[config.mk]
export PLATFORM = sky130hd
export DESIGN_NAME = pidta_mul
export DESIGN_NICKNAME = d
export VERILOG_FILES = /design/src/pidta_pkg.sv /design/src/pidta_mul.sv
export SDC_FILE = /design/constraint.sdc
export NUM_CORES = 2
export LEC_CHECK = 0
export BUFFER_PORTS_ARGS = -buffer_cell sky130_fd_sc_hd__buf_4
export CORE_ASPECT_RATIO = 0.8
export CORE_MARGIN = 2
export CORE_UTILIZATION = 59
export CTS_CLUSTER_DIAMETER = 40
export DETAILED_ROUTE_END_ITERATION = 8
export GPL_TIMING_DRIVEN = 0
export HOLD_SLACK_MARGIN = 0.1
export PLACE_DENSITY = 0.77
export SLEW_MARGIN = 20
export SYNTH_ARGS = -nofsm -noshare
export SYNTH_HDL_FRONTEND = slang
export SYNTH_SLANG_ARGS = --single-unit
[constraint.sdc]
create_clock -name clk -period 9.2 [get_ports clk]
set_input_delay 1.84 -clock clk [delete_from_list [all_inputs] [get_ports clk]]
set_output_delay 1.84 -clock clk [all_outputs]
set_load 0.01 [all_outputs]
[src/pidta_pkg.sv]
// Shared types, register indexes and saturation helpers for the PID controller.
`default_nettype none
package pidta_pkg;

	localparam int RegIdxW = 4;

	typedef enum logic [RegIdxW-1:0] {
		REG_GAIN_P      = 4'd0,
		REG_GAIN_I      = 4'd1,
		REG_GAIN_D      = 4'd2,
		REG_STEP_TIME   = 4'd3,
		REG_OUT_UPPER   = 4'd4,
		REG_OUT_LOWER   = 4'd5,
		REG_INTEG_UPPER = 4'd6,
		REG_INTEG_LOWER = 4'd7
	} reg_idx_t;

	// Request to the shared multiplier: full product a*b, returned as floor(a*b / 2^16)
	typedef struct packed {
		logic              go;
		logic signed [47:0] a;
		logic signed [32:0] b;
	} mul_req_t;

	// Request to the shared divider: num / den, truncated toward zero
	typedef struct packed {
		logic              go;
		logic signed [48:0] num;
		logic signed [32:0] den;
	} div_req_t;

	function automatic logic signed [31:0] sat_to32(input logic signed [49:0] x);
		logic signed [31:0] r;
		if ((&x[49:31]) || !(|x[49:31])) begin
			r = x[31:0];
		end else if (x[49]) begin
			r = 32'sh8000_0000;
		end else begin
			r = 32'sh7FFF_FFFF;
		end
		return r;
	endfunction

	function automatic logic signed [47:0] sat_to48(input logic signed [49:0] x);
		logic signed [47:0] r;
		if ((&x[49:47]) || !(|x[49:47])) begin
			r = x[47:0];
		end else if (x[49]) begin
			r = 48'sh8000_0000_0000;
		end else begin
			r = 48'sh7FFF_FFFF_FFFF;
		end
		return r;
	endfunction

endpackage
`default_nettype wire

[src/pidta_mul.sv]
// Shared 48x33 signed multiplier built from two 25x33 partial products.
`default_nettype none
module pidta_mul (
	input  wire logic               clk,
	input  wire logic               arst_n,
	input  wire pidta_pkg::mul_req_t req,
	output logic                    done,
	output logic signed [64:0]      result
);

	typedef enum logic [1:0] {
		MUL_IDLE,
		MUL_LO,
		MUL_HI,
		MUL_ADD
	} mul_state_t;

	mul_state_t         state_q;
	logic signed [47:0] a_q;
	logic signed [32:0] b_q;
	logic signed [24:0] mx;
	logic signed [57:0] prod_q;
	logic signed [80:0] acc_q;
	logic               done_q;

	// low 24 bits go in unsigned, the upper part signed and weighted by 2^24
	assign mx = (state_q == MUL_LO) ? $signed({1'b0, a_q[23:0]})
		: $signed({a_q[47], a_q[47:24]});

	always_ff @(posedge clk or negedge arst_n) begin
		if (!arst_n) begin
			state_q <= MUL_IDLE;
			a_q     <= '0;
			b_q     <= '0;
			prod_q  <= '0;
			acc_q   <= '0;
			done_q  <= 1'b0;
		end else begin
			done_q <= 1'b0;
			case (state_q)
				MUL_IDLE: begin
					if (req.go) begin
						a_q     <= $signed(req.a);
						b_q     <= $signed(req.b);
						state_q <= MUL_LO;
					end
				end
				MUL_LO: begin
					prod_q  <= mx * b_q;
					state_q <= MUL_HI;
				end
				MUL_HI: begin
					acc_q   <= 81'(prod_q);
					prod_q  <= mx * b_q;
					state_q <= MUL_ADD;
				end
				MUL_ADD: begin
					acc_q   <= acc_q + (81'(prod_q) <<< 24);
					done_q  <= 1'b1;
					state_q <= MUL_IDLE;
				end
				default: begin
					state_q <= MUL_IDLE;
				end
			endcase
		end
	end

	assign done   = done_q;
	// arithmetic shift by 16 is the floor of the Q16.16 rescale
	assign result = $signed(acc_q[80:16]);

endmodule
`default_nettype wire

==> flow_metrics.tcl <==
set metrics [dict create \
    nNetsFinal 5531 \
    grt_setup_unrepaired "false" \
    critical_path.endpoint_type "flip-flop" \
    die_h_um 238 \
    r2r_setup_slack_ns 0.18 \
    vias_per_cell 6.03 \
    post-route-min-period_ns 9.02 \
    cts_buffers 27 \
    drive_above_1_share_pct 10.6 \
    synthToLayoutAreaGrowth_pct 8.60 \
    wirelength_um 140000 \
    rr_startpoint "state_q[1]" \
    maxSlewViolCount 0 \
    r2r.worst_path.cells 26 \
    core-area_um2 67500 \
    fmax_mhz 111 \
    track_usage_pct 40.6 \
    clk_pin_slew_ns 0.06 \
    cp_top_family "adder cells" \
    synth_nets 5352 \
    avgSynthCellArea_um2 9.61 \
    start_util_pct 59.9 \
    finClkSkew_ns 0.0307 \
    vias 32193 \
    synth_cell_types 83 \
    fp-row-count 85 \
    cts_root_buf "clkbuf_16" \
    overflow 0 \
    hold_depth 1 \
    hold_viol 0 \
    clockBufferDepth 3 \
    hold_path.class "flip-flop to flip-flop" \
    cts_tree "built" \
    antenna_found_initial 16 \
    crit_path_start "state_q[1]" \
    drc 0 \
    clock-sinks 207 \
    hp-start "prod_q[0]" \
    dpl.hpwl_um 114000 \
    seq_area_um2 5180 \
    grt_start_max_net_pins 96 \
    grt_pass1_wl_um 207000 \
    synth-seq-cells 207 \
    status "complete, no violations" \
    clk_latency_ns 0.58 \
    final_cell_mix "inv_1 (843), fa_1 (841), nand2_1 (482)" \
    place.gp.congestion 1.05 \
    synth.cell_area_um2 40400 \
    path_buf_inv 6 \
    die_x_um 297 \
    die_area_um2 70700 \
    cp.depth 26 \
    critPathLaunchType "flip-flop" \
    io_buffers 149 \
    setup_viol_count_final 0 \
    synth-edff-count 0 \
    grt_pass1_vias 32773 \
    worstPathRequired_ns 9.64 \
    slowest_delay_ns 0.71 \
    dr.pass1.iters 5 \
    drtIter0Drc 3496 \
    worstSetupPathType "flip-flop to flip-flop" \
    cp.arrival_ns 9.46 \
    ys_warn_count 0 \
    synthFlopType "dfrtp_1" \
    netlist_instances 4207 \
    multi_input_area_um2 31300 \
    final_antenna_net_count 0 \
    fillers 5575 \
    cts_hold_buf 0 \
    crit_slowest_cell "clkbuf_1" \
    layout_commonest_cell "inv_1" \
    utilization_pct 65.0 \
    crit_fanout 10 \
    worst_pin_slew_ns 1.11 \
    wl_per_cell_um 26.2 \
    maxCapViolCount 0 \
    relSlewSlack_pct 26.0 \
    ioPinCount 150 \
    async_flop_share_pct 100 \
    ctsHtreeMaxLevel 1 \
    cp_common_cell "fa_1" \
    period_share_pct 98.1 \
    yosysSeqAreaShare_pct 12.8 \
]
-- path summary, 6_finish.rpt --
check / end
worst min register to register: prod_q[0]
worst max-delay path: prod_q[57]
max in group asynchronous: b_q[16]
worst max register to register: prod_q[57]
min in group asynchronous: acc_q[71]
worst min-delay path: prod_q[0]
-- cells in the mapped netlist (all sizes together) (4+ instances only) --
cell type    n  area, um2
a211oi      42        320
o211ai      14        110
a21boi       4       30.0
nor3        11       55.1
nand3b       5       37.5
nand2      483       1810
o21bai      25        188
ha         218       2730
a41oi        5       51.3
clkbuf     198        768
nor2        85        319
o31ai       10       80.1
buf         12       80.1
and2       385       2410
o311ai       5       43.8
inv        844       3170
mux2       144       1620
or3          9       56.3
dfrtp      207       5180
mux2i       35        350
a22o         8       70.1
o21ai       94        470
xnor2       69        604
a31oi       14       87.6
a21o        69        522
nand4       19        119
a21oi      145        726
fa         843      16900
xor2        33        289
a31o         4       35.0
and3        13       81.3
a2111o       4       45.0
nand3       20        100
or2         17        106
nand2b      14       87.6
nor2b       41        257
o21a        11       82.6
-- cell type report --
cell class                      instances  area share, %
Multi-Input combinational cell       2943           71.2
Sequential cell                       207           11.8
Inverter                              845           7.23
Timing Repair Buffer                  154           2.74
Tap cell                              913           2.60
Buffer                                208           2.21
Clock buffer                           31           1.62
Clock inverter                         18          0.453
Antenna cell                           21          0.120
-- sequential cells by signal, summed over array words and instances (netlist names) --
| register | cells |
|---|---|
| a_q | 48 |
| acc_q | 65 |
| b_q | 33 |
| done | 1 |
| prod_q | 58 |
| state_q | 2 |
-- kinds of logic (layout without fill, tap and decap cells) --
group | Yosys count | count (layout) | share of synthesized area, %
other | 0 | 21 | 0
buffers and inverters | 1057 | 1256 | 10.0
multiplexers | 179 | 179 | 4.88
XOR/XNOR | 102 | 102 | 2.21
AO/OA/AOI/OAI | 488 | 488 | 7.90
flip-flops | 207 | 207 | 12.8
AND/OR/NAND/NOR | 1113 | 1113 | 13.7
adder cells (fa/ha/maj) | 1061 | 1061 | 48.5
-- metrics by stage --
step	hold slack [ns]	instances	instance area (um2)	setup TNS (ns)	worst slack (ns)
2_1_floorplan	0.458	4207	40400	0	1.13
3_3_place_gp	0.481	5269	42700	-21.90	-1.12
3_5_place_dp	0.484	5271	42800	-24.79	-1.26
4_1_cts	0.499	5318	43700	0	0.00497
5_1_grt	0.522	5322	43900	0	0.0182
6_report	0.500	5340	43900	0	0.176
-- what timing repair did --
item / in CTS / in global routing
endpoints found under the setup margin: 37 / 19
buffers inserted: 0 / 3
resized for setup: 50 / 107
pin swaps: 0 / 2
-- metal layers --
metal	vias up	share of wire [%]	GRT usage [%]
li1	13281	-	-
met1	16279	38	57.1
met2	2107	41	56.3
met3	518	14	12.5
met4	8	6.6	22.0
met5	-	0.047	0
Power is left out: the tool's default activity adds up to more than one toggle a clock period on the data nets, which glitch-free logic cannot reach.
