## src/pidta_pkg.sv

```systemverilog
// Shared types, register indexes and saturation helpers for the PID controller.
`default_nettype none
package pidta_pkg;

	localparam int RegIdxW = 4;

	typedef enum logic [RegIdxW-1:0] {
		REG_GAIN_P      = 4'd0,
		REG_GAIN_I      = 4'd1,
		REG_GAIN_D      = 4'd2,
		REG_STEP_TIME   = 4'd3,
		REG_OUT_UPPER   = 4'd4,
		REG_OUT_LOWER   = 4'd5,
		REG_INTEG_UPPER = 4'd6,
		REG_INTEG_LOWER = 4'd7
	} reg_idx_t;

	// Request to the shared multiplier: full product a*b, returned as floor(a*b / 2^16)
	typedef struct packed {
		logic              go;
		logic signed [47:0] a;
		logic signed [32:0] b;
	} mul_req_t;

	// Request to the shared divider: num / den, truncated toward zero
	typedef struct packed {
		logic              go;
		logic signed [48:0] num;
		logic signed [32:0] den;
	} div_req_t;

	function automatic logic signed [31:0] sat_to32(input logic signed [49:0] x);
		logic signed [31:0] r;
		if ((&x[49:31]) || !(|x[49:31])) begin
			r = x[31:0];
		end else if (x[49]) begin
			r = 32'sh8000_0000;
		end else begin
			r = 32'sh7FFF_FFFF;
		end
		return r;
	endfunction

	function automatic logic signed [47:0] sat_to48(input logic signed [49:0] x);
		logic signed [47:0] r;
		if ((&x[49:47]) || !(|x[49:47])) begin
			r = x[47:0];
		end else if (x[49]) begin
			r = 48'sh8000_0000_0000;
		end else begin
			r = 48'sh7FFF_FFFF_FFFF;
		end
		return r;
	endfunction

endpackage
`default_nettype wire

```

## src/pidta_div.sv

```systemverilog
// Shared restoring divider, one quotient bit per cycle, signed truncating result.
`default_nettype none
module pidta_div (
	input  wire logic               clk,
	input  wire logic               arst_n,
	input  wire pidta_pkg::div_req_t req,
	output logic                    done,
	output logic signed [49:0]      quotient
);

	localparam int DivSteps = 49;
	localparam int CntW     = $clog2(DivSteps + 1);

	logic                busy_q;
	logic                done_q;
	logic                neg_q;
	logic [CntW-1:0]     cnt_q;
	logic [31:0]         dmag_q;
	logic [31:0]         rem_q;
	logic [48:0]         nq_q;
	logic [48:0]         num_mag;
	logic [32:0]         den_neg;
	logic [32:0]         trial;
	logic [32:0]         diff;
	logic                ge;

	assign num_mag = req.num[48] ? (~req.num + 49'd1) : req.num;
	assign den_neg = ~req.den + 33'd1;
	assign trial   = {rem_q, nq_q[48]};
	assign diff    = trial - {1'b0, dmag_q};
	assign ge      = (trial >= {1'b0, dmag_q});

	always_ff @(posedge clk or negedge arst_n) begin
		if (!arst_n) begin
			busy_q <= 1'b0;
			done_q <= 1'b0;
			neg_q  <= 1'b0;
			cnt_q  <= '0;
			dmag_q <= '0;
			rem_q  <= '0;
			nq_q   <= '0;
		end else begin
			done_q <= 1'b0;
			if (busy_q) begin
				// remainder stays below the divisor, so 32 bits hold it
				rem_q <= ge ? diff[31:0] : trial[31:0];
				nq_q  <= {nq_q[47:0], ge};
				cnt_q <= cnt_q - CntW'(1);
				if (cnt_q == CntW'(1)) begin
					busy_q <= 1'b0;
					done_q <= 1'b1;
				end
			end else if (req.go) begin
				busy_q <= 1'b1;
				neg_q  <= req.num[48] ^ req.den[32];
				dmag_q <= req.den[32] ? den_neg[31:0] : req.den[31:0];
				nq_q   <= num_mag;
				rem_q  <= '0;
				cnt_q  <= CntW'(DivSteps);
			end
		end
	end

	assign done     = done_q;
	assign quotient = neg_q ? -$signed({1'b0, nq_q}) : $signed({1'b0, nq_q});

endmodule
`default_nettype wire

```

## config.mk

```make
export PLATFORM = sky130hd
export DESIGN_NAME = pidta_div
export DESIGN_NICKNAME = d
export VERILOG_FILES = /design/src/pidta_pkg.sv /design/src/pidta_div.sv
export SDC_FILE = /design/constraint.sdc
export NUM_CORES = 1
export LEC_CHECK = 0
export BUFFER_PORTS_ARGS = -buffer_cell sky130_fd_sc_hd__buf_2
export CAP_MARGIN = 5
export CORE_MARGIN = 2
export CORE_UTILIZATION = 35
export DETAILED_ROUTE_END_ITERATION = 7
export PLACE_DENSITY = 0.52
export SYNTH_ARGS = -nofsm -noshare
export SYNTH_HDL_FRONTEND = slang
export SYNTH_SLANG_ARGS = --single-unit
```

## constraint.sdc

```tcl
create_clock -name clk -period 4.75 [get_ports clk]
set_input_delay 0.95 -clock clk [delete_from_list [all_inputs] [get_ports clk]]
set_output_delay 0.95 -clock clk [all_outputs]
set_load 0.02 [all_outputs]
```

==> impl_results.md, run 1 <==
- Critical Path AT: approximately 3.6 ns
- Clock latency on the worst-skew pair: roughly 0.43 ns
- Final Wtd Congestion: just over 0.8
- WL/cell: around 17 um
- Finished Cell Area: around 11,000 um^2
- RR Startpoint: dmag_q[17]$_DFFE_PN0P_
- Pre-CTS WS: 0.237 ns
- Clock Sinks: ~120
- Share of layout cells above drive strength 1: 17.2%
- Core Region: about 28,000 um^2
- Skew final: around 0.010 ns
- DRT Pass-1 Iters: 4
- TritonCTS Buffers: 17
- # port buffers: between 100 and 150
- EDFF count, synth: 0
- Largest stage delay on the critical path: ~0.43 ns
- Cell Area, Placed: ~11,000 um^2
- Vias post-DR: 9,085
- Clk buf depth: 2
- Status: finished, final reports clean
- Final worst slack: 0.167 ns
- CTS tree: done
- Synth Flop Type: dfrtp_1
- Share of the synthesized area in the top cell type: 31.3%
- R2r setup slk: approximately 1.2 ns
- R2R Path End: rem_q[18]$_DFFE_PN0P_
- Area growth, synth to finish: 17.0%
- Initial Utilization: roughly a third
- Fmax: ~220 MHz
- Mux contribution to synthesized area: 2.58%
- Post-synth ARST share: between 90% and 100%
- Half-perimeter wire length after placement: a little over 20,000 um
- # hold bufs at CTS: 0
- CP Launch Type: flip-flop
- Die Ht: around 170 um
- Routed vias/inst: 5.30
- Gr usage total: between 15 and 20%
- Largest family of logic cells by synthesized area: compound AO/OA/AOI/OAI gates
- Critical path, cell by cell: nor4_2 -> buf_4 -> nor3b_4 -> nand2_2 -> or3_4 -> nand2b_1 -> or2_2 -> or3_4 -> o31ai_1 -> xnor2_1 -> buf_2
- Nets: 1,447
- R2R depth: 12
- Critical Path Source: nq_q[5]$_DFFE_PN0P_
- Post-Route WL: 28,600 um
- Initial antenna violation count: 0
- Worst path most repeated cell: or3_4
- Final hold viol count: 0
- Max Slew Vio Count: 0
- Slew at the pin closest to its max-slew limit: 1.12 ns
- Num rows: between 60 and 70
- WP data required: roughly 3.8 ns
- RSZ-0062 raised after global routing: true
- Clock-pin slew on the worst setup and hold paths: ~0.060 ns
- Root buffer cell: clkbuf_16
- Synth Instances: roughly 1,200
- Setup CP Type: flip-flop to output port
- Antenna diode count: 0
- FF+latch area: 3060 um^2
- #FFs+latches synth: roughly 120
- P_leak: 0.00505 uW
- Synth warnings: 0
- Initial DRC count: 582
- Syn Std Cell Area: 9760 um^2
- Min Tclk post-route: about 4.6 ns
- Mean area per synthesized cell: roughly 8.0 um^2
- Synth Area in Compound Gates: between 20% and 30%
- Power Density: between 800 and 900 nW/um^2
- CP max FO: 7
- Max cap viols: 0
- Max IR drop VDD: approximately 0.00046 V
- Drt drc: 0
- Area of the multi-input gates: approximately 6300 um^2
- Adder-cell share of the synthesized area: roughly 4.9%
- Grt total ovfl: 0
- WP buf/inv: 2
- Ranking of synthesized cells by area: dfrtp_1, o21ai_0, xor2_1, nand2_1, xnor2_1
- XOR/XNOR Fraction of Synth Area: 12.9%
- Hold Crit Class: primary input to asynchronous set/reset pin
- Leading area contributor after synthesis: dfrtp_1
- Synth cell types: 67
- Syn_nets: roughly 1,300
- CP Depth: 11
- First-pass GRT wire length: 46,300 um
- Die Wd: ~170 um
- Total of fill cells in the finished design: 2,898
- CP delay by family, top: simple AND/OR/NAND/NOR gates
- Final setup fails: 0
- I/O pin count: roughly 140
- Simple-gate share of the synthesized area: ~20%
- Htree depth: 4
- Die area: around 29,000 um^2
- Slew headroom: about a quarter
- Vias in the first global route: about 8,500
- Total power: approximately 9800 uW
- Total negative slack: 0 ns
- Fin crit share: 96.5%
- Register area share after synthesis: between 30% and 40%
- Setup crit end kind: output port
- Largest net degree at the start of global routing: 95
- Routed Antenna Nets: 0
- Slowest CP cell: dfrtp_1
- CP endpoint: quotient[44]
[stage by stage]
step / util, % / std cells / hold slack, ns
finish: 41.3 / 1715 / 0.442
global placement: 39.0 / 1682 / 0.460
global route: 41.3 / 1715 / 0.461
CTS: 41.2 / 1715 / 0.451
detailed placement: 39.0 / 1682 / 0.468
floorplan: - / 1223 / 0.435
[report_power, final]
group          internal [uW]  leakage, uW  switching (uW)
Clock                    729     0.000276             566
Combinational           2730      0.00330            3560
Sequential              1610      0.00147             620
Total                   5060      0.00505            4750
[synth_stat cells, types with 11 or more instances]
cell type  count
and3_1        22
a31o_2        14
dfrtp_1      122
o21ai_0      164
a21o_1        19
nand3_1       12
clkbuf_1      60
xor2_1        87
ha_1          37
nor3_1        17
nor2_1        55
a31oi_1       11
nand2_1      179
or2_2         12
o41ai_1       16
inv_1         54
a21oi_1       69
or4_1         21
or3_1         17
mux2i_1       24
nand2b_1      14
xnor2_1       57
o31ai_1       35
[timing repair]
action | CTS | global route
setup buffers | 1 | 0
resized for setup | 4 | 9
pin swaps | 1 | 1
endpoints found under the hold margin | 0 | 0
setup endpoints to repair | 6 | 10
[cell families (layout without fill, tap and decap cells)]
family                     count (synthesis)  count (layout)
and+or+nand+nor                          392             392
buffers and inverters                    121             235
DFF                                      122             122
xor gates and xnor gates                 144             144
AOI/OAI and AO/OA                        381             381
muxes                                     25              25
adders and majority gates                 38              38
[state kept, by name, summed over array words and instances, names as in the netlist]
name    count
busy_q      1
nq_q       49
dmag_q     32
done        1
rem_q      32
cnt_q       6
neg_q       1
[placed cells by master, fill, tap and decap left out, drive strengths merged, types with 37 or more instances in the layout]
cell type  synthesis  final
buf                6    148
nor2              55     55
ha                37     37
xor2              87     87
nand2            179    179
a21oi             69     69
inv               54     59
xnor2             57     57
o21ai            171    171
dfrtp            122    122
[worst reg2reg max path, delay by kind of cell, from the launching register on]
kind            cells  cell delay [ns]
simple gates        2             0.35
fa+ha+maj           1             0.37
mux                 1             0.23
flops               1             0.41
compound gates      6             1.69
buf+inv             2             0.42
[worst min-delay path by stage]
stage / start / endpoint / slack (ns) / cells past startpoint
2_1_floorplan: cnt_q[5]$_DFFE_PN0P_ / cnt_q[5]$_DFFE_PN0P_ / 0.44 / 1
3_3_place_gp: cnt_q[5]$_DFFE_PN0P_ / cnt_q[5]$_DFFE_PN0P_ / 0.46 / 1
3_5_place_dp: cnt_q[5]$_DFFE_PN0P_ / cnt_q[5]$_DFFE_PN0P_ / 0.47 / 1
4_1_cts: arst_n / dmag_q[9]$_DFFE_PN0P_ / 0.45 / 1
5_1_grt: arst_n / dmag_q[9]$_DFFE_PN0P_ / 0.46 / 1
6_report: arst_n / dmag_q[9]$_DFFE_PN0P_ / 0.44 / 1
[final cells by class]
type / count / area share [%]
multi-input combinational: 980 / 55.4
sequential: 122 / 26.8
timing repair buffer: 148 / 6.94
tap: 378 / 4.14
clock buffer: 17 / 3.72
inverter: 55 / 1.81
clock inverter: 15 / 1.24
[layer usage]
| metal | routed length, um | up-vias | global-route usage [%] |
|---|---|---|---|
| met3 | 1350 | 34 | 3.12 |
| met4 | 521 | 0 | 5.86 |
| li1 | - | 4548 | - |
| met5 | 0 | - | 0 |
| met1 | 14600 | 4290 | 30.0 |
| met2 | 12200 | 213 | 29.1 |
(Power assumes the default switching activity.)
==> inputs of run 2 (changes only) <==
--- a/config.mk
+++ b/config.mk
@@ -10,7 +10,7 @@
 export CORE_MARGIN = 2
 export CORE_UTILIZATION = 35
 export DETAILED_ROUTE_END_ITERATION = 7
-export PLACE_DENSITY = 0.52
+export PLACE_DENSITY = 0.54
 export SYNTH_ARGS = -nofsm -noshare
 export SYNTH_HDL_FRONTEND = slang
 export SYNTH_SLANG_ARGS = --single-unit
==> constraint.sdc (replaced) <==
create_clock -name clk -period 3.7 [get_ports clk]
set_input_delay 0.74 -clock clk [delete_from_list [all_inputs] [get_ports clk]]
set_output_delay 0.74 -clock clk [all_outputs]
set_load 0.02 [all_outputs]
==> impl_results.md, run 2 (synthesis results as in run 1) <==
- Worst path most repeated cell: buf_4 (was or3_4)
- Initial antenna violation count: 1 (was 0)
- TritonCTS Buffers: 17 (unchanged)
- Htree depth: 4 (unchanged)
- Initial DRC count: 655 (was 582)
- Routed Antenna Nets: 0 (unchanged)
- Slew headroom: 54.5% (was 25.2%)
- Nets: 1,519 (was 1,447)
- Share of layout cells above drive strength 1: 24.4% (was 17.2%)
- Largest registers: nq_q (49), dmag_q (32), rem_q (32) (unchanged)
- P_leak: 0.00556 uW (was 0.00505 uW)
- Max cap viols: 0 (unchanged)
- Most frequent cells in the layout: nand2_1, o21ai_0, dfrtp_1, buf_2, buf_4 (was nand2_1, o21ai_0, buf_2, dfrtp_1, xor2_1)
- Half-perimeter wire length after placement: 21,800 um (was 20,800 um)
- Final worst slack: -0.331 ns (was 0.167 ns)
- Clock-pin slew on the worst setup and hold paths: 0.07 ns (was 0.06 ns)
- Gr usage total: 20.4% (was 19.9%)
- Die Ht: 171 um (unchanged)
- Die Wd: 171 um (unchanged)
- Largest net degree at the start of global routing: 70 (was 95)
- Hold Crit Class: primary input to asynchronous set/reset pin (unchanged)
- Clock Sinks: 122 (unchanged)
- WL/cell: 16.4 um (was 16.7 um)
- Setup crit end kind: output port (unchanged)
- Min Tclk post-route: slightly above 4 ns
- Die area: 29,200 um^2 (unchanged)
- Fin crit share: 109%
- Clk buf depth: 2 (unchanged)
- # hold bufs at CTS: 0 (unchanged)
- Final Wtd Congestion: 0.896 (was 0.822)
- CP delay by family, top: simple AND/OR/NAND/NOR gates (unchanged)
- Top reg by flops: nq_q (unchanged)
- Max Slew Vio Count: 0 (unchanged)
- Status: finished, violations left (was finished, final reports clean)
- CP Launch Type: flip-flop (unchanged)
- Num rows: 61 (unchanged)
- Final Core Density: 45.1% (was 41.3%)
- Clock latency on the worst-skew pair: 0.43 ns (about the same)
- WP data required: 2.96 ns (was 3.80 ns)
- Pre-CTS WS: -0.190 ns (was 0.237 ns)
- Slowest CP cell: or4_1 (was dfrtp_1)
- CTS tree: done (unchanged)
- # port buffers: 135 (unchanged)
- I/O pin count: 136 (unchanged)
- Post-Route WL: 29,300 um (was 28,600 um)
- Slew at the pin closest to its max-slew limit: 0.682 ns (was 1.12 ns)
- Skew final: 0.0119 ns (was 0.0101 ns)
- Setup CP Type: flip-flop to output port (unchanged)
- Area growth, synth to finish: 27.6% (was 17.0%)
- Final hold viol count: 0 (unchanged)
- Largest register FFs: 49 (unchanged)
- Largest stage delay on the critical path: 0.54 ns (was 0.43 ns)
- Hold_ws: 0.238 ns (was 0.442 ns)
- Failing checks: setup timing
- Initial Utilization: 35.3% (unchanged)
- CP max FO: 7 (unchanged)
- First-pass GRT wire length: 47,400 um (was 46,300 um)
- Power Density: 1100 nW/um^2 (was 859 nW/um^2)
- Vias post-DR: 9,425 (was 9,085)
- Max IR drop VDD: 0.000684 V (was 0.000462 V)
- WP buf/inv: 2 (unchanged)
- Grt total ovfl: 0 (unchanged)
- Final setup fails: 19 (was 0)
- RSZ-0062 raised after global routing: true (unchanged)
- Critical path, cell by cell: or4_1 -> or2_2 -> nor3_2 -> buf_4 -> nand2b_4 -> or2_4 -> or3_4 -> o41ai_4 -> xnor2_2 -> buf_4 (was nor4_2 -> buf_4 -> nor3b_4 -> nand2_2 -> or3_4 -> nand2b_1 -> or2_2 -> or3_4 -> o31ai_1 -> xnor2_1 -> buf_2)
- Routed vias/inst: 5.27 (was 5.30)
- Drt drc: 0 (unchanged)
- Most common cell after layout, fill and taps aside: nand2_1 (unchanged)
- Core Region: 27,600 um^2 (unchanged)
- Root buffer cell: clkbuf_16 (unchanged)
- Fmax: between 200 and 250 MHz
- Vias in the first global route: 9,099 (was 8,528)
- Critical Path AT: 3.29 ns (was 3.63 ns)
- DRT Pass-1 Iters: 5 (was 4)
## run 2: timing repair
action                                 in CTS  in global routing
endpoints found under the hold margin       0                  0
resized for setup                          77                 30
setup endpoints to repair                  28                 31
pin swaps                                  19                 23
buffers inserted                            6                  1
## run 2: final timing paths
| path | start | end | slack, ns | cells after the start |
|---|---|---|---|---|
| setup / recovery | nq_q[16]$_DFFE_PN0P_ | quotient[42] | -0.33 | 10 |
| max in group asynchronous | arst_n | rem_q[10]$_DFFE_PN0P_ | 2.70 | 2 |
| hold / removal | arst_n | nq_q[17]$_DFFE_PN0P_ | 0.24 | 1 |
| setup reg to reg | rem_q[16]$_DFFE_PN0P_ | rem_q[16]$_DFFE_PN0P_ | 0.20 | 10 |
| hold reg to reg | dmag_q[19]$_DFFE_PN0P_ | dmag_q[19]$_DFFE_PN0P_ | 0.48 | 2 |
| min in group clk | dmag_q[19]$_DFFE_PN0P_ | dmag_q[19]$_DFFE_PN0P_ | 0.48 | 2 |
## run 2: per-layer routing
| layer | up-vias | wire (um) | part of all wire, % | track usage (%) |
|---|---|---|---|---|
| met5 | - | 0 | 0 | 0 |
| met4 | 0 | 397 | 1.4 | 5.23 |
| met3 | 28 | 1210 | 4.1 | 3.12 |
| met2 | 164 | 13700 | 47 | 32.5 |
| met1 | 4526 | 13900 | 48 | 28.8 |
| li1 | 4707 | - | - | - |
## run 2: where the power goes
part           internal (uW)  total, uW  switching [uW]
combinational           4140       9200            5060
sequential              2060       2720             659
clock                   1080       1750             664
## run 2: layout make-up
type,instances,area (um^2)
Tap cell,378,473
Sequential cell,122,3060
Fill cell,2809,15200
Inverter,55,206
Timing Repair Buffer,220,1430
Multi-Input combinational cell,980,6670
Antenna cell,1,2.50
Clock buffer,19,443
Clock inverter,13,168
## run 2: metrics by stage
step	instance area, um^2	total power, uW	std cells	TNS [ns]
CTS	12300	13500	1786	-5.05
global route	12500	14900	1787	-6.74
detailed placement	11300	11300	1750	-1.42
floorplan	9790	8770	1223	0
finish	12500	13700	1788	-4.10
global placement	11300	11200	1750	-1.09
